**config.mk**
```make
export PLATFORM = sky130hd
export DESIGN_NAME = midi_track_event_encoder_top
export DESIGN_NICKNAME = d
export VERILOG_FILES = /design/src/rtl/core/mtee_pkg.sv /design/src/rtl/core/mtee_div.sv /design/src/rtl/core/mtee_dp.sv /design/src/rtl/core/mtee_ctrl.sv /design/src/rtl/core/midi_track_event_encoder_top.sv
export SDC_FILE = /design/constraint.sdc
export NUM_CORES = 1
export LEC_CHECK = 0
export BUFFER_PORTS_ARGS = -buffer_cell sky130_fd_sc_hd__buf_2
export CORE_ASPECT_RATIO = 1.75
export CORE_MARGIN = 3
export CORE_UTILIZATION = 30
export CTS_CLUSTER_DIAMETER = 200
export CTS_CLUSTER_SIZE = 12
export DETAILED_ROUTE_END_ITERATION = 12
export HOLD_SLACK_MARGIN = 0.06
export RECOVER_POWER = 25
export SLEW_MARGIN = 0
export SYNTH_ARGS = -nofsm -noshare
export SYNTH_HDL_FRONTEND = slang
export SYNTH_SLANG_ARGS = --single-unit
```
**constraint.sdc**
```tcl
create_clock -name clock -period 7.1 [get_ports clock]
set_input_delay 1.42 -clock clock [delete_from_list [all_inputs] [get_ports clock]]
set_output_delay 1.42 -clock clock [all_outputs]
set_load 0.005 [all_outputs]
```
**src/rtl/core/mtee_pkg.sv**
```systemverilog
// Shared types and constants for the MIDI track event encoder.
package mtee_pkg;

   localparam int IDX_W = 3;

   localparam logic [1:0] KIND_NOTE  = 2'd0;
   localparam logic [1:0] KIND_TEMPO = 2'd1;
   localparam logic [1:0] KIND_EOT   = 2'd2;

   localparam logic [7:0] BYTE_ZERO      = 8'h00;
   localparam logic [7:0] VLQ_CONT       = 8'h80;
   localparam logic [7:0] STATUS_NOTE_ON = 8'h90;
   localparam logic [7:0] META_PREFIX    = 8'hFF;
   localparam logic [7:0] META_TEMPO     = 8'h51;
   localparam logic [7:0] META_TEMPO_LEN = 8'h03;
   localparam logic [7:0] META_EOT       = 8'h2F;

   localparam int          USPQ_NUM_W   = 26;
   localparam logic [25:0] USPQ_NUM     = 26'd60000000;
   localparam logic [23:0] USPQ_DEFAULT = 24'd500000;

   localparam logic [IDX_W-1:0] TEMPO_LAST_IDX = 3'd6;
   localparam logic [IDX_W-1:0] EOT_LAST_IDX   = 3'd3;

   typedef enum logic [1:0] {
      ST_IDLE,
      ST_DIV,
      ST_EMIT
   } state_type;

   typedef struct packed {
      logic load;
      logic div_start;
      logic emit;
   } cmd_type;

   typedef struct packed {
      logic out_free;
      logic div_done;
      logic last;
   } stat_type;

endpackage

```
**src/rtl/core/mtee_div.sv**
```systemverilog
// Bit-serial restoring divider for the tempo value: 60000000 / bpm.
module mtee_div (
   input  logic        clock,
   input  logic        reset,
   input  logic        start,
   input  logic [9:0]  divisor,
   output logic        done,
   output logic [25:0] quotient
);
   import mtee_pkg::*;

   localparam int CNT_W = $clog2(USPQ_NUM_W);

   logic                  busy_ff, busy_in;
   logic                  done_ff, done_in;
   logic [CNT_W-1:0]      cnt_ff, cnt_in;
   logic [USPQ_NUM_W-1:0] num_ff, num_in;
   logic [USPQ_NUM_W-1:0] quo_ff, quo_in;
   logic [9:0]            rem_ff, rem_in;
   logic [9:0]            div_ff, div_in;
   logic [10:0]           rem_sh;
   logic [10:0]           rem_sub;
   logic                  ge;

   always_comb begin
      rem_sh  = {rem_ff, num_ff[USPQ_NUM_W-1]};
      rem_sub = rem_sh - {1'b0, div_ff};
      ge      = (rem_sh >= {1'b0, div_ff});
      busy_in = busy_ff;
      done_in = 1'b0;
      cnt_in  = cnt_ff;
      num_in  = num_ff;
      quo_in  = quo_ff;
      rem_in  = rem_ff;
      div_in  = div_ff;
      if (start) begin
         busy_in = 1'b1;
         cnt_in  = '0;
         num_in  = USPQ_NUM;
         quo_in  = '0;
         rem_in  = '0;
         div_in  = divisor;
      end else if (busy_ff) begin
         rem_in = ge ? rem_sub[9:0] : rem_sh[9:0];
         quo_in = {quo_ff[USPQ_NUM_W-2:0], ge};
         num_in = {num_ff[USPQ_NUM_W-2:0], 1'b0};
         cnt_in = cnt_ff + CNT_W'(1);
         if (cnt_ff == CNT_W'(USPQ_NUM_W - 1)) begin
            busy_in = 1'b0;
            done_in = 1'b1;
         end
      end
   end

   always_ff @(posedge clock) begin
      if (reset) begin
         busy_ff <= 1'b0;
         done_ff <= 1'b0;
      end else begin
         busy_ff <= busy_in;
         done_ff <= done_in;
      end
      cnt_ff <= cnt_in;
      num_ff <= num_in;
      quo_ff <= quo_in;
      rem_ff <= rem_in;
      div_ff <= div_in;
   end

   assign done     = done_ff;
   assign quotient = quo_ff;

endmodule

```
**src/rtl/core/mtee_dp.sv**
```systemverilog
// Datapath: tick and byte count state, delta and VLQ, byte select, output register.
module mtee_dp #(
   parameter int VLQ_MAX_BYTES = 4
) (
   input  logic              clock,
   input  logic              reset,
   input  mtee_pkg::cmd_type cmd,
   output mtee_pkg::stat_type stat,
   input  logic [1:0]        req_kind,
   input  logic [31:0]       event_tick,
   input  logic              note_on,
   input  logic [6:0]        note_number,
   input  logic [6:0]        velocity,
   input  logic [9:0]        bpm,
   output logic              rsp_tvalid,
   input  logic              rsp_tready,
   output logic [7:0]        rsp_byte,
   output logic              rsp_tlast,
   output logic [31:0]       rsp_length
);
   import mtee_pkg::*;

   localparam int CAP_W = 7 * VLQ_MAX_BYTES;
   localparam int EXT_W = 35;
   localparam logic [EXT_W-1:0] CAP = (EXT_W'(1) << CAP_W) - EXT_W'(1);

   logic [31:0]      tick_ff, tick_in;
   logic [31:0]      count_ff, count_in;
   logic [31:0]      delta_ff, delta_in;
   logic [1:0]       kind_ff, kind_in;
   logic             on_ff, on_in;
   logic [6:0]       note_ff, note_in;
   logic [6:0]       vel_ff, vel_in;
   logic             bpm_zero_ff, bpm_zero_in;
   logic [IDX_W-1:0] idx_ff, idx_in;
   logic             vld_ff, vld_in;
   logic [7:0]       byte_ff, byte_in;
   logic             last_ff, last_in;
   logic [31:0]      len_ff, len_in;

   logic [31:0]      diff;
   logic [31:0]      delta_sat;
   logic [EXT_W-1:0] delta_ext;
   logic [IDX_W-1:0] vhi;
   logic [IDX_W-1:0] gsel;
   logic [6:0]       grp;
   logic [IDX_W-1:0] last_idx;
   logic [23:0]      uspq;
   logic [7:0]       cur_byte;
   logic [31:0]      count_inc;
   logic             div_done;
   logic [25:0]      quotient;

   mtee_div u_div (
      .clock    (clock),
      .reset    (reset),
      .start    (cmd.div_start),
      .divisor  (bpm),
      .done     (div_done),
      .quotient (quotient)
   );

   // delta from the stored tick, clamped at zero and at the VLQ capacity
   always_comb begin
      diff      = (event_tick > tick_ff) ? (event_tick - tick_ff) : 32'd0;
      delta_sat = ({3'b000, diff} > CAP) ? CAP[31:0] : diff;
   end

   // VLQ group selection
   always_comb begin
      delta_ext = {3'b000, delta_ff};
      vhi       = '0;
      for (int g = 1; g < VLQ_MAX_BYTES; g++) begin
         if (delta_ext[7*g +: 7] != 7'd0) vhi = IDX_W'(g);
      end
      gsel = vhi - idx_ff;
      grp  = delta_ext[6:0];
      for (int g = 1; g < VLQ_MAX_BYTES; g++) begin
         if (gsel == IDX_W'(g)) grp = delta_ext[7*g +: 7];
      end
   end

   always_comb begin
      uspq     = bpm_zero_ff ? USPQ_DEFAULT : quotient[23:0];
      last_idx = EOT_LAST_IDX;
      cur_byte = BYTE_ZERO;
      case (kind_ff)
         KIND_NOTE: begin
            last_idx = vhi + IDX_W'(3);
            if (idx_ff <= vhi) begin
               cur_byte = {(idx_ff != vhi), grp};
            end else if (idx_ff == vhi + IDX_W'(1)) begin
               cur_byte = STATUS_NOTE_ON;
            end else if (idx_ff == vhi + IDX_W'(2)) begin
               cur_byte = {1'b0, note_ff};
            end else begin
               cur_byte = on_ff ? {1'b0, vel_ff} : BYTE_ZERO;
            end
         end
         KIND_TEMPO: begin
            last_idx = TEMPO_LAST_IDX;
            case (idx_ff)
               3'd0:    cur_byte = BYTE_ZERO;
               3'd1:    cur_byte = META_PREFIX;
               3'd2:    cur_byte = META_TEMPO;
               3'd3:    cur_byte = META_TEMPO_LEN;
               3'd4:    cur_byte = uspq[23:16];
               3'd5:    cur_byte = uspq[15:8];
               default: cur_byte = uspq[7:0];
            endcase
         end
         default: begin
            last_idx = EOT_LAST_IDX;
            case (idx_ff)
               3'd0:    cur_byte = BYTE_ZERO;
               3'd1:    cur_byte = META_PREFIX;
               3'd2:    cur_byte = META_EOT;
               default: cur_byte = BYTE_ZERO;
            endcase
         end
      endcase
   end

   always_comb begin
      count_inc   = count_ff + 32'd1;
      tick_in     = tick_ff;
      count_in    = count_ff;
      delta_in    = delta_ff;
      kind_in     = kind_ff;
      on_in       = on_ff;
      note_in     = note_ff;
      vel_in      = vel_ff;
      bpm_zero_in = bpm_zero_ff;
      idx_in      = idx_ff;
      vld_in      = vld_ff && !rsp_tready;
      byte_in     = byte_ff;
      last_in     = last_ff;
      len_in      = len_ff;
      if (cmd.load) begin
         kind_in     = req_kind;
         on_in       = note_on;
         note_in     = note_number;
         vel_in      = velocity;
         bpm_zero_in = (bpm == 10'd0);
         idx_in      = '0;
         if (req_kind == KIND_NOTE) begin
            delta_in = delta_sat;
            tick_in  = tick_ff + delta_sat;
         end else begin
            delta_in = '0;
         end
      end
      if (cmd.emit) begin
         vld_in   = 1'b1;
         byte_in  = cur_byte;
         last_in  = (idx_ff == last_idx);
         len_in   = count_inc;
         idx_in   = idx_ff + IDX_W'(1);
         count_in = count_inc;
         if (kind_ff == KIND_EOT && idx_ff == last_idx) begin
            count_in = '0;
            tick_in  = '0;
         end
      end
   end

   always_ff @(posedge clock) begin
      if (reset) begin
         tick_ff  <= '0;
         count_ff <= '0;
         vld_ff   <= 1'b0;
         idx_ff   <= '0;
         kind_ff  <= KIND_EOT;
      end else begin
         tick_ff  <= tick_in;
         count_ff <= count_in;
         vld_ff   <= vld_in;
         idx_ff   <= idx_in;
         kind_ff  <= kind_in;
      end
      delta_ff    <= delta_in;
      on_ff       <= on_in;
      note_ff     <= note_in;
      vel_ff      <= vel_in;
      bpm_zero_ff <= bpm_zero_in;
      byte_ff     <= byte_in;
      last_ff     <= last_in;
      len_ff      <= len_in;
   end

   assign stat.out_free = !vld_ff || rsp_tready;
   assign stat.div_done = div_done;
   assign stat.last     = (idx_ff == last_idx);

   assign rsp_tvalid = vld_ff;
   assign rsp_byte   = byte_ff;
   assign rsp_tlast  = last_ff;
   assign rsp_length = len_ff;

`ifndef NO_ASSERTIONS
   a_emit_free: assert property (@(posedge clock) disable iff (reset)
      cmd.emit |-> (!vld_ff || rsp_tready))
      else $error("byte emitted over a pending item");

   a_eot_clear: assert property (@(posedge clock) disable iff (reset)
      (cmd.emit && kind_ff == KIND_EOT && idx_ff == last_idx)
      |=> (count_ff == 32'd0 && tick_ff == 32'd0 && last_ff))
      else $error("end of track did not clear state");

   a_len_count: assert property (@(posedge clock) disable iff (reset)
      (cmd.emit && !(kind_ff == KIND_EOT && idx_ff == last_idx))
      |=> (len_ff == count_ff))
      else $error("track length differs from byte count");

   a_no_load_busy: assert property (@(posedge clock) disable iff (reset)
      cmd.load |-> !cmd.emit)
      else $error("load during emit");
`endif

endmodule

```
**src/rtl/core/mtee_ctrl.sv**
```systemverilog
// Controller: sequences accept, tempo divide and byte emission.
module mtee_ctrl (
   input  logic               clock,
   input  logic               reset,
   input  logic               req_tvalid,
   input  logic [1:0]         req_kind,
   output logic               req_tready,
   output mtee_pkg::cmd_type  cmd,
   input  mtee_pkg::stat_type stat
);
   import mtee_pkg::*;

   state_type state_ff, state_in;

   always_ff @(posedge clock) begin
      if (reset) begin
         state_ff <= ST_IDLE;
      end else begin
         state_ff <= state_in;
      end
   end

   always_comb begin
      state_in   = state_ff;
      req_tready = 1'b0;
      cmd        = '0;
      case (state_ff)
         ST_IDLE: begin
            req_tready = 1'b1;
            if (req_tvalid) begin
               case (req_kind)
                  KIND_NOTE, KIND_EOT: begin
                     cmd.load = 1'b1;
                     state_in = ST_EMIT;
                  end
                  KIND_TEMPO: begin
                     cmd.load      = 1'b1;
                     cmd.div_start = 1'b1;
                     state_in      = ST_DIV;
                  end
                  default: state_in = ST_IDLE;
               endcase
            end
         end
         ST_DIV: begin
            if (stat.div_done) state_in = ST_EMIT;
         end
         ST_EMIT: begin
            if (stat.out_free) begin
               cmd.emit = 1'b1;
               if (stat.last) state_in = ST_IDLE;
            end
         end
         default: state_in = ST_IDLE;
      endcase
   end

endmodule

```
**src/rtl/core/midi_track_event_encoder_top.sv**
```systemverilog
// After accept, a note or end of track enters the emit state; a tempo first waits for the divide.
// Bytes leave at one per cycle while the output is taken; the output register holds one byte.
// Note: 4 to VLQ_MAX_BYTES+3 bytes. End of track: 4 bytes. A new item is taken only after the last byte is emitted.
// Tempo: 7 bytes, emitted after the 26-step bit-serial divide for 60000000/bpm.
// Synchronous active-high reset clears tick, byte count, state machine and output valid.
module midi_track_event_encoder_top #(
   parameter int VLQ_MAX_BYTES = 4
) (
   input  logic        clock,
   input  logic        reset,
   input  logic        req_tvalid,
   output logic        req_tready,
   // event_tick[31:0], note_on[32], note_number[39:33], velocity[46:40], bpm[56:47], zeros
   input  logic [63:0] req_tdata,
   // req_type[1:0]
   input  logic [1:0]  req_tuser,
   output logic        rsp_tvalid,
   input  logic        rsp_tready,
   // out_byte[7:0], track_length[39:8]
   output logic [39:0] rsp_tdata,
   output logic        rsp_tlast
);
   import mtee_pkg::*;

   cmd_type     cmd;
   stat_type    stat;
   logic [7:0]  rsp_byte;
   logic [31:0] rsp_length;

   mtee_ctrl u_ctrl (
      .clock      (clock),
      .reset      (reset),
      .req_tvalid (req_tvalid),
      .req_kind   (req_tuser),
      .req_tready (req_tready),
      .cmd        (cmd),
      .stat       (stat)
   );

   mtee_dp #(
      .VLQ_MAX_BYTES (VLQ_MAX_BYTES)
   ) u_dp (
      .clock       (clock),
      .reset       (reset),
      .cmd         (cmd),
      .stat        (stat),
      .req_kind    (req_tuser),
      .event_tick  (req_tdata[31:0]),
      .note_on     (req_tdata[32]),
      .note_number (req_tdata[39:33]),
      .velocity    (req_tdata[46:40]),
      .bpm         (req_tdata[56:47]),
      .rsp_tvalid  (rsp_tvalid),
      .rsp_tready  (rsp_tready),
      .rsp_byte    (rsp_byte),
      .rsp_tlast   (rsp_tlast),
      .rsp_length  (rsp_length)
   );

   assign rsp_tdata = {rsp_length, rsp_byte};

endmodule

```
# After elaboration in Yosys (flattened, before gate mapping)
# Cells that the tools add are included.
dict set report word_totals {
  reg_bits 226
  inputBits 70
}
dict set report op_classes {
  add_sub_neg 10
  n_lt_le_gt_ge 4
  eq_ne 23
  mux 43
  bitwise_logic 1
  reduce_logical 18
}
# op n
set ops {}
lappend ops {{2-to-1 mux 32 bit} 7}
lappend ops {{case mux 8 bit (6 select lines)} 1}
lappend ops {{adder 32 x 1 -> 32 bit (second input constant)} 1}
lappend ops {{adder 32 bit} 1}
lappend ops {{greater-than comparator 32 x 28 -> 1 bit (second input constant)} 1}
lappend ops {{greater-than comparator 32 bit} 1}
lappend ops {{case mux 8 bit (2 select lines)} 2}
lappend ops {{subtractor 32 bit} 1}
lappend ops {{2-to-1 mux 7 bit} 4}
lappend ops {{2-to-1 mux 24 bit} 1}
lappend ops {{2-to-1 mux 8 bit} 3}
lappend ops {{nonzero test 7 bit} 3}
lappend ops {{2-to-1 mux 2 bit} 8}
lappend ops {{== test 3 x 2 -> 1 bit (second input constant)} 4}
lappend ops {{greater-or-equal comparator 11 x 10 -> 1 bit} 1}
lappend ops {{2-to-1 mux 1 bit} 11}
lappend ops {{logical NOT 10 bit} 1}
lappend ops {{2-to-1 mux 10 bit} 1}
lappend ops {{subtractor 10 bit} 1}
lappend ops {{== test 3 bit} 3}
lappend ops {{adder 2 x 2 -> 3 bit (second input constant)} 2}
lappend ops {{== test 2 x 1 -> 1 bit (second input constant)} 3}
lappend ops {{== test 2 bit (second input constant)} 3}
lappend ops {{== test 3 x 1 -> 1 bit (second input constant)} 2}
lappend ops {{24 further kinds} 33}

# Depth between registers and ports, before layout
# Gate-level depths: netlist (run 1).
dict set report depth {
  depth_word 11
  mapped_depth 25
}

# By module
# From an unflattened synthesis (run 1), not the netlist that was laid out.
dict set report unflattened {
  hier_cells 1574
  area_unflattened_um2 13863.3
}
# mod n_inst cells_per_inst area_each_um2 seq_area_each_um2
set by_module_without_submodules {}
lappend by_module_without_submodules {mtee_dp 1 1244 10637.7 3953.8}
lappend by_module_without_submodules {mtee_div 1 314 3109.2 1521.5}
lappend by_module_without_submodules {mtee_ctrl 1 16 116.4 40.0}

# Worst setup path before layout (run 1)
# Ideal clock, no wire load.
dict set report synth_path {
  path_type {input to register}
  startpoint {input port req_tdata[0]}
  endpoint {register u_dp.tick_ff[30]}
  t_arrival_ps 5913
  slack_ps 1108
  cell_stages 25
  n_path_buf 1
  cell_sequence {inv_1 ha_1 fa_1 nor2b_1 o31a_1 o21ai_1 a21boi_1 o31ai_1 o21ai_1 mux2_2 o211a_2 buf_6 a21oi_1 ha_1 inv_1 fa_1 nor2b_1 o2111ai_1 a2111oi_0 o21ai_1 nand2_1 a31oi_1 o21ai_1 mux2_2 o211ai_1}
}
dict set report synth_between {
  elab_chain_len 9
}
# element line_no
set synth_rtl {}
lappend synth_rtl {{start: declaration} midi_track_event_encoder_top.sv:14} ;# input logic [63:0] req_tdata,
lappend synth_rtl {{subtractor 32 bit or greater-than comparator 32 bit (tied branches)} mtee_dp.sv:65} ;# diff = (event_tick > tick_ff) ? (event_tick - tick_ff) : 32'd0;
lappend synth_rtl {{2-to-1 mux 32 bit (*)} mtee_dp.sv:65}
lappend synth_rtl {{greater-than comparator 32 x 28 -> 1 bit} mtee_dp.sv:66} ;# delta_sat = ({3'b000, diff} > CAP) ? CAP[31:0] : diff;
lappend synth_rtl {{2-to-1 mux 32 bit (*)} mtee_dp.sv:66}
lappend synth_rtl {{net u_dp.delta_sat[0]} mtee_dp.sv:42} ;# logic [31:0] delta_sat;
lappend synth_rtl {{adder 32 bit (*)} mtee_dp.sv:148} ;# tick_in = tick_ff + delta_sat;
lappend synth_rtl {{2-to-1 mux 32 bit (*)} mtee_dp.sv:146} ;# if (req_kind == KIND_NOTE) begin
lappend synth_rtl {{2-to-1 mux 32 bit (*)} mtee_dp.sv:139} ;# if (cmd.load) begin
lappend synth_rtl {{2-to-1 mux 32 bit} mtee_dp.sv:160} ;# if (kind_ff == KIND_EOT && idx_ff == last_idx) begin
lappend synth_rtl {{2-to-1 mux 32 bit (*)} mtee_dp.sv:153} ;# if (cmd.emit) begin
lappend synth_rtl {{end signal: assignment} mtee_dp.sv:175} ;# tick_ff <= tick_in;
lappend synth_rtl {{end: declaration} mtee_dp.sv:27} ;# logic [31:0] tick_ff, tick_in;
# The timed path passes the listed nets; every way through them passes the cells marked *.
# A chain may end at the register's enable or synchronous reset.

# Worst setup path in the final report (run 1)
# Same ends and word-level chain as after synthesis.

==> results of run 1 <==
## placed cells by master, fill, tap and decap left out, drive strengths merged, types with 10 or more instances in the layout
cell type,count
nand2b,10
inv,77
a31oi,13
nand2,131
ha,85
a21oi,173
nor4,10
or3,11
clkbuf,49
o21a,37
a21o,35
and3,17
buf,131
a22oi,15
dfxtp,131
xor2,42
nand4,20
nand3,41
nor2b,13
a211oi,15
edfxtp,95
nor2,144
mux2i,54
o21ai,87
o211ai,12
xnor2,50
nor3,23
## state kept, by name (all words and copies together) (netlist names), 3 cells and up
signal / count
u_dp.vel_ff: 7
u_dp.u_div.num_ff: 18
u_dp.u_div.div_ff: 10
u_dp.count_ff: 32
u_dp.rsp_length: 32
u_dp.note_ff: 7
u_dp.u_div.cnt_ff: 5
u_dp.u_div.quotient: 24
u_dp.rsp_byte: 8
u_dp.u_div.rem_ff: 10
u_dp.tick_ff: 32
u_dp.idx_ff: 3
u_dp.delta_ff: 28
## kinds of logic after synthesis
logic type	count (synthesis)	synth area share [%]
adders and majority gates	89	8.422
xor gates and xnor gates	92	5.934
DFF	226	40.32
muxes	63	4.755
AOI/OAI and AO/OA	449	20.49
and+or+nand+nor	452	15.50
other	1	0.02762
buffers and inverters	152	4.543
## cell type report
class	count	area, um^2
repair buffers	140	774.5
multi-input cells	1148	7498
clock buffers	40	649.4
well taps	572	715.7
flip-flops and latches	226	5477
fillers	4514	29130
inverters	80	300.3
## routing by layer
metal	part of all wire, %	track usage, %	vias up
met5	0	0	-
met3	2.7	1.362	88
met1	37	15.16	5333
met2	55	28.85	222
li1	-	-	5681
met4	5.4	7.905	0
## worst register-to-register path, cell delays in order (launching register included)
cell                        delay, ps
sky130_fd_sc_hd__dfxtp_1          420
sky130_fd_sc_hd__inv_1            120
sky130_fd_sc_hd__ha_1             300
sky130_fd_sc_hd__nor2b_1          150
sky130_fd_sc_hd__o31a_1           310
sky130_fd_sc_hd__o211ai_2         340
sky130_fd_sc_hd__a31oi_2          230
sky130_fd_sc_hd__a21oi_2          310
sky130_fd_sc_hd__and2_4           220
sky130_fd_sc_hd__mux2i_2           90
sky130_fd_sc_hd__o211a_2          330
sky130_fd_sc_hd__a21oi_1          210
sky130_fd_sc_hd__ha_1             200
sky130_fd_sc_hd__inv_1             60
sky130_fd_sc_hd__fa_1             390
sky130_fd_sc_hd__nor2b_1          180
sky130_fd_sc_hd__o2111ai_1        160
sky130_fd_sc_hd__a2111oi_0        500
sky130_fd_sc_hd__buf_4            220
sky130_fd_sc_hd__o21ai_1           90
sky130_fd_sc_hd__nand2_1          130
sky130_fd_sc_hd__a31oi_1          170
sky130_fd_sc_hd__o21ai_1          210
sky130_fd_sc_hd__mux2_2           360
sky130_fd_sc_hd__o211ai_1         100
## how the worst max path moves through the flow
stage,startpoint,endpoint,cells past startpoint
2_1_floorplan,req_tdata[0],u_dp.tick_ff[30],25
3_3_place_gp,req_tdata[0],u_dp.tick_ff[30],27
3_5_place_dp,req_tdata[0],u_dp.tick_ff[30],27
4_1_cts,req_tdata[0],u_dp.tick_ff[30],27
5_1_grt,req_tdata[0],u_dp.tick_ff[30],27
6_report,req_tdata[0],u_dp.tick_ff[30],27
## power groups by stage
stage / combinational, uW / clock (uW) / sequential, uW
after detailed placement: 936 / 0 / 1590
after floorplan: 713 / 0 / 1570
final: 938 / 1120 / 1560
after global routing: 1060 / 1200 / 1580
after global placement: 923 / 0 / 1590
after CTS: 942 / 1160 / 1570
## metrics by stage
step	util (%)	std cells	worst slack [ps]	hold WS (ps)	cell area, um^2
after floorplan	-	1526	1108	430.0	13590
after global placement	33.18	2166	184.8	440.2	14780
after detailed placement	33.18	2166	119.5	446.8	14780
after CTS	34.64	2206	664.1	462.0	15430
after global routing	34.61	2206	271.8	483.9	15410
final	34.61	2206	568.0	457.4	15410
==> reports/summary.md, run 1 <==
The type of the most critical hold path is register to register. The layout net count was 1777; the via count of the first global-routing pass was 11480. In this run the tool buffered the top-level ports with 105 buffer cells. Dominant cell by count in the synthesized netlist: sky130_fd_sc_hd__a21oi_1. Buffers inserted to repair hold after CTS numbered 0. Startpoint of the lowest-slack register-to-register path: u_dp.tick_ff[1].

Routability-driven placement finished with a final weighted congestion of 0.8717. In this run the horizontal extent of the chip is 166.8 um. The run finished, with violations left.

The first routing iteration left 587 violations. Power spread over the standard cell area amounts to 234.8 nW/um^2. Summing every instance area after synthesis gives 13580 um^2. The count of endpoints failing hold in the final timing report was 0; the number of antenna violations at the first check in global routing was 0. The core region is 44540 um^2. The synthesized design contains 226 register bits. The total I/O pin count is 113. After clock tree synthesis, the clock-pin slew on the worst setup and hold paths is 60 ps. The proportion of layout cells with a drive suffix above 1 came out at 10.95%.

Sequential elements use 40.32% of the synthesized area. For this run, the slowest stage of the critical path takes 500 ps. The remaining design rule violation count is 0, and the switching share of power is 31.42%.

The most numerous cell on the critical path is sky130_fd_sc_hd__o21ai_1. The final critical path takes up 92.00% of the cycle. The required time at the endpoint of the critical path was 7540 ps.

TritonCTS built the clock tree. Length of the first detailed-routing pass in iterations: 5. Sum of negative setup slack: 0 ps. The number of clock buffers added by TritonCTS is 22. Max-slew violation total from the final report: 88. The final period demand of the worst path was 6532 ps. Cell at the slowest stage of the critical path: sky130_fd_sc_hd__a2111oi_0. The critical path start-end classification was primary input to register. The run gives 68 as the pin count of the biggest net entering global routing.

The layout-stage area growth over the synthesis result is 13.53%. The post-CTS resize count is 0, and the HPWL after detailed placement is 27.44 mm. The starting density of the core was 30.48%; the die height was 287.4 um.

The tools report the worst slew slack as a fraction of its limit as -47.93%. STA classifies the critical path endpoint as a register. Counting both buffers and inverters, the worst setup path holds a total of 5. The aggregate global-route resource usage came out at 14.71%. The clock root buffer is sky130_fd_sc_hd__clkbuf_16. Counting along the longest clock path gives a buffer depth of 3. The synthesized area divided by synthesized cell count is 8.909 um^2, and the setup clock skew after layout is 15.98 ps. Internal power comes to 2482 uW. The final reports fail on max-capacitance violations, max-slew violations.

For this run, the leading register cell type out of synthesis is sky130_fd_sc_hd__dfxtp_1. The worst hold path terminates at u_dp.u_div.num_ff[8]. Total power draw: 3620 uW. The die covers 47950 um^2. The run gives 0 as the total overflow reported by the global router. The reported max-cap violation count was 2; the measured slew at the worst slew-check pin was 2219 ps. Broken down by cell family, the worst path's largest delay share belongs to compound AO/OA/AOI/OAI gates. The netlist uses 74 different library cells. In this run the remaining antenna-violating nets after routing total 0. The area share of the largest cell type after synthesis is 21.01%.

After detailed routing, the average wire length per cell comes to 16.41 um. Number of flops mapped to enable cells by yosys: 95. Maximum operating frequency: 0.1531 GHz. In this run the register-to-register setup slack is 1220 ps.

In the routed layout, each cell is associated on average with a via count of 5.133. The total clock sinks was 226. The worst register-to-register path has a depth of 24. The cell count of the worst hold path is 1, and the net switching component of the power is 1137 uW.

The first global-routing pass estimated 58.08 mm of wire. For this run, the number of Yosys warnings is 0. Critical register-to-register path endpoint: u_dp.tick_ff[30]. The worst setup path is launched from a primary input.

The clock network accounts for 30.9% of the total power. Synthesis handed over a netlist of 1524 instances. The depth of the CTS H-tree was 1; the leakage power total was 0.006093 uW. The clock insertion delay at the later pin of the skew report is 530 ps, and the routed via count is 11320. For the combinational power share, the log shows 25.9%. Counting instances in the post-synthesis netlist gives the leading cell types as sky130_fd_sc_hd__a21oi_1 (172), sky130_fd_sc_hd__nor2_1 (144), sky130_fd_sc_hd__dfxtp_1 (131), sky130_fd_sc_hd__nand2_1 (131), sky130_fd_sc_hd__edfxtp_1 (95). For the total detailed-routing wirelength, the log shows 36.20 mm. The maximum vdd ir drop was 0.0002221 V; the relative contribution of sequential cells to total power was 43.2%. The biggest area contributor in the post-synthesis netlist is sky130_fd_sc_hd__edfxtp_1. Setup violations remaining at the end of the flow were counted as 0.

The number of diodes added for antenna fixing was 0; the async set-or-reset flop fraction in the synthesized netlist was 0%. Yosys attributes the largest share of cell area to sky130_fd_sc_hd__edfxtp_1 (21%), sky130_fd_sc_hd__dfxtp_1 (19%), sky130_fd_sc_hd__ha_1 (7.8%). Of all nets on the critical path, the largest fanout is 3. Setup repair after global routing left no endpoint under its margin. The worst hold path begins at u_dp.u_div.num_ff[8]. The logs give 0 for the number of post-CTS setup repair buffers and 6970 ps for the arrival time of the worst setup path. The number of core rows came out at 102.
No activity file was read; power rests on OpenSTA's default activity.
==> inputs of run 2 (changes only) <==
--- a/config.mk
+++ b/config.mk
@@ -6,9 +6,9 @@
 export NUM_CORES = 1
 export LEC_CHECK = 0
 export BUFFER_PORTS_ARGS = -buffer_cell sky130_fd_sc_hd__buf_2
-export CORE_ASPECT_RATIO = 1.75
-export CORE_MARGIN = 3
+export CORE_MARGIN = 2
 export CORE_UTILIZATION = 30
+export CTS_BUF_LIST = sky130_fd_sc_hd__clkbuf_16
 export CTS_CLUSTER_DIAMETER = 200
 export CTS_CLUSTER_SIZE = 12
 export DETAILED_ROUTE_END_ITERATION = 12
==> reports/summary.md, run 2 (synthesis results as in run 1) <==
Number of core rows: 77 (-25%). The HPWL after detailed placement is 25.60 mm (-6.7%), and the sum of negative setup slack is 0 ps (unchanged). The tools report the via count of the first global-routing pass as 10840 (-5.6%). The internal power consumption was 2437 uW (-1.8%).

For the utilization of the core after routing, the log shows 34.48% (-0.13 points). The count of endpoints failing hold in the final timing report is 0 (unchanged), and the post-CTS resize count is 0 (unchanged). The final worst hold slack was 465.5 ps (+8.069 ps); the number of cells traversed by the worst register-to-register path was 23 (-4.2%). The cell that appears most often on the critical path is sky130_fd_sc_hd__o21ai_1. The tools report the layout net count as 1762 (-0.84%). Fill cell total of the finished layout: 4583 (+1.5%). Leaving out fill and tap cells, the most frequent cell in the layout is sky130_fd_sc_hd__a21oi_1. The clock insertion delay at the later pin of the skew report was 530 ps (about the same).

For the combinational power share, the log shows 26.1% (+0.2 points). The number of post-CTS setup repair buffers was 0 (unchanged). The run gives 5477 um^2 (unchanged) as the register area. The switching share of power is 31.63% (+0.21 points), and the count of endpoints failing setup in the final report is 0 (unchanged). The max-slew violation total from the final report is 89 (+1.1%), and the proportion of layout cells with a drive suffix above 1 is 10.26% (-0.70 points).

The number of clock buffers inserted by TritonCTS is 22 (unchanged), and the leakage power total is 0.006089 uW (about the same). The run gives 0.8514 (-2.3%) as the global placement routability congestion. In the layout the commonest cells are sky130_fd_sc_hd__a21oi_1 (172), sky130_fd_sc_hd__nor2_1 (144), sky130_fd_sc_hd__nand2_1 (131). The slowest stage of the critical path belongs to the cell sky130_fd_sc_hd__a2111oi_0. The startpoint of the most critical setup path was req_tdata[0]. STA classifies the critical path endpoint as a register. The tools report the aggregate global-route resource usage as 14.58% (-0.13 points). The per-cell routed wire length is 15.85 um (-3.4%). The arrival time of the worst setup path was 6860 ps (-110 ps); the largest fanout on the critical path was 3 (unchanged).

The fraction of the cycle the final worst path needs was 90.31% (-1.7 points); the clock edge transition at the registers on the reported setup and hold paths was 70 ps (about the same). The root buffer cell chosen for the clock tree is sky130_fd_sc_hd__clkbuf_16. The count of nets left with antenna violations after detail routing was 0 (unchanged). Critical path start-end classification: primary input to register.

Global-route track usage on met3: 1.971% (+0.61 points). The number of buffers inserted by port buffering was 105 (unchanged); the total I/O pin count was 113 (unchanged). The logs give 3 (unchanged) for the largest buffer count on any clock path and 43.9% (+0.7 points) for the relative contribution of sequential cells to total power.

The starting density of the core came out at 30.57% (+0.087 points). The post-placement cell area is 14690 um^2 (-0.59%). The final reports fail on max-capacitance violations, max-slew violations. The die height works out to 216.7 um (-25%). The tightest min-delay check is of the register to register type.

The layout-stage area growth over the synthesis result came out at 12.79%. In this run the worst setup path terminates at u_dp.tick_ff[30]. Startpoint of the lowest-slack register-to-register path: u_dp.tick_ff[18]. The via-per-instance ratio works out to 5.073 (-1.2%).

The run gives -50.93% (-3.0 points) as the worst slew slack as a fraction of its limit. The net switching component of the power is 1127 uW (-0.86%). The highest cell delay on the worst timing path was 550 ps (+50 ps); the routed via count was 11220 (-0.94%). The area of the die is 46980 um^2 (-2.0%), and the pin count of the biggest net entering global routing is 68 (unchanged). The logs give 2 (unchanged) for the reported max-cap violation count and 0 (unchanged) for the number of hold buffers added after CTS. The total overflow reported by the global router was 0 (unchanged). Internal reg-to-reg setup slack: 1310 ps (+90 ps).

The logs give 0 (unchanged) for the number of antenna violations at the first check in global routing and 5 (unchanged) for the length of the first detailed-routing pass in iterations. The final period demand of the worst path works out to 6412 ps (-119.8 ps). The critical register-to-register path endpoint is u_dp.tick_ff[30]. The met2 track demand over resource in global routing was 25.15% (-3.7 points).

The portion of total power attributed to the clock network is 30.1% (-0.8 points), and the maximum vdd ir drop is 0.0001407 V (-37%). The total detailed-routing wirelength was 35.04 mm (-3.2%). The logs give 0 (unchanged) for the remaining design rule violation count and 56.19 mm (-3.3%) for the wire length of the first global-routing pass. The tools report the area of the core region as 44410 um^2 (-0.28%). TritonCTS built the clock tree. The global routing stage identified its most utilized layer as met2. The final instance area is 15310 um^2 (-0.65%).

The worst setup path is launched from a primary input. The tools report the maximum operating frequency as 0.1560 GHz (+1.9%). The power density over cell area is 232.8 nW/um^2 (-0.87%). Required time at the endpoint of the critical path: 7550 ps (about the same). The total clock sinks is 226 (unchanged).

The tools report the depth of the CTS H-tree as 1 (unchanged). The width of the die works out to 216.7 um (+30%). Met1 routing resource usage after global routing: 19.26% (+4.1 points). The violation count after the first detailed-route iteration was 578 (-1.5%). Setup repair after global routing left no endpoint under its margin. The area occupied by multi-input gates was 7498 um^2 (unchanged); the setup clock skew after layout was 19.52 ps (+3.542 ps). The measured slew at the worst slew-check pin came out at 2264 ps (+44.98 ps). The run finished, with violations left.
-- run 2: area by class of cell --
cell class	count	area share [%]
diodes	1	0.01634
clock buffers	23	3.758
clock inverters	16	0.3922
inverters	80	1.961
multi-input cells	1148	48.96
flip-flops and latches	226	35.76
well taps	592	4.837
repair buffers	125	4.314
-- run 2: metal layers --
| metal | vias up | wire length (um) |
|---|---|---|
| met1 | 5296 | 16360 |
| met5 | - | 0 |
| met3 | 47 | 1673 |
| met4 | 0 | 628 |
| met2 | 222 | 16380 |
| li1 | 5652 | - |
-- run 2: worst min-delay path by stage --
stage / startpoint / to / slack [ps] / cells past startpoint
finish: u_dp.u_div.num_ff[8] / u_dp.u_div.num_ff[8] / 470 / 1
global route: u_dp.u_div.num_ff[8] / u_dp.u_div.num_ff[8] / 500 / 1
CTS: u_dp.u_div.num_ff[8] / u_dp.u_div.num_ff[8] / 470 / 1
detailed placement: u_dp.u_div.num_ff[8] / u_dp.u_div.num_ff[8] / 450 / 1
global placement: u_dp.u_div.num_ff[8] / u_dp.u_div.num_ff[8] / 440 / 1
floorplan: u_dp.u_div.num_ff[8] / u_dp.u_div.num_ff[8] / 430 / 1
-- run 2: metrics by stage --
stage | setup slack [ps] | power, uW | instances
finish | 687.8 | 3565 | 2211
global route | 274.6 | 3790 | 2210
CTS | 740.4 | 3612 | 2210
detailed placement | 180.9 | 2510 | 2171
global placement | 265.1 | 2492 | 2171
floorplan | 1108 | 2279 | 1526
-- run 2: critical path, delay by kind of cell --
family                     cells  cell delay [ps]
AOI/OAI and AO/OA             13             2530
adders and majority gates      4             1240
muxes                          2              760
and+or+nand+nor                3              490
buffers and inverters          4              400
-- run 2: power groups by stage --
stage               logic (uW)  registers, uW  clock network, uW
floorplan                  713           1570                  0
global placement           905           1590                  0
detailed placement         921           1590                  0
CTS                        928           1560               1120
global route              1040           1580               1170
finish                     930           1560               1070
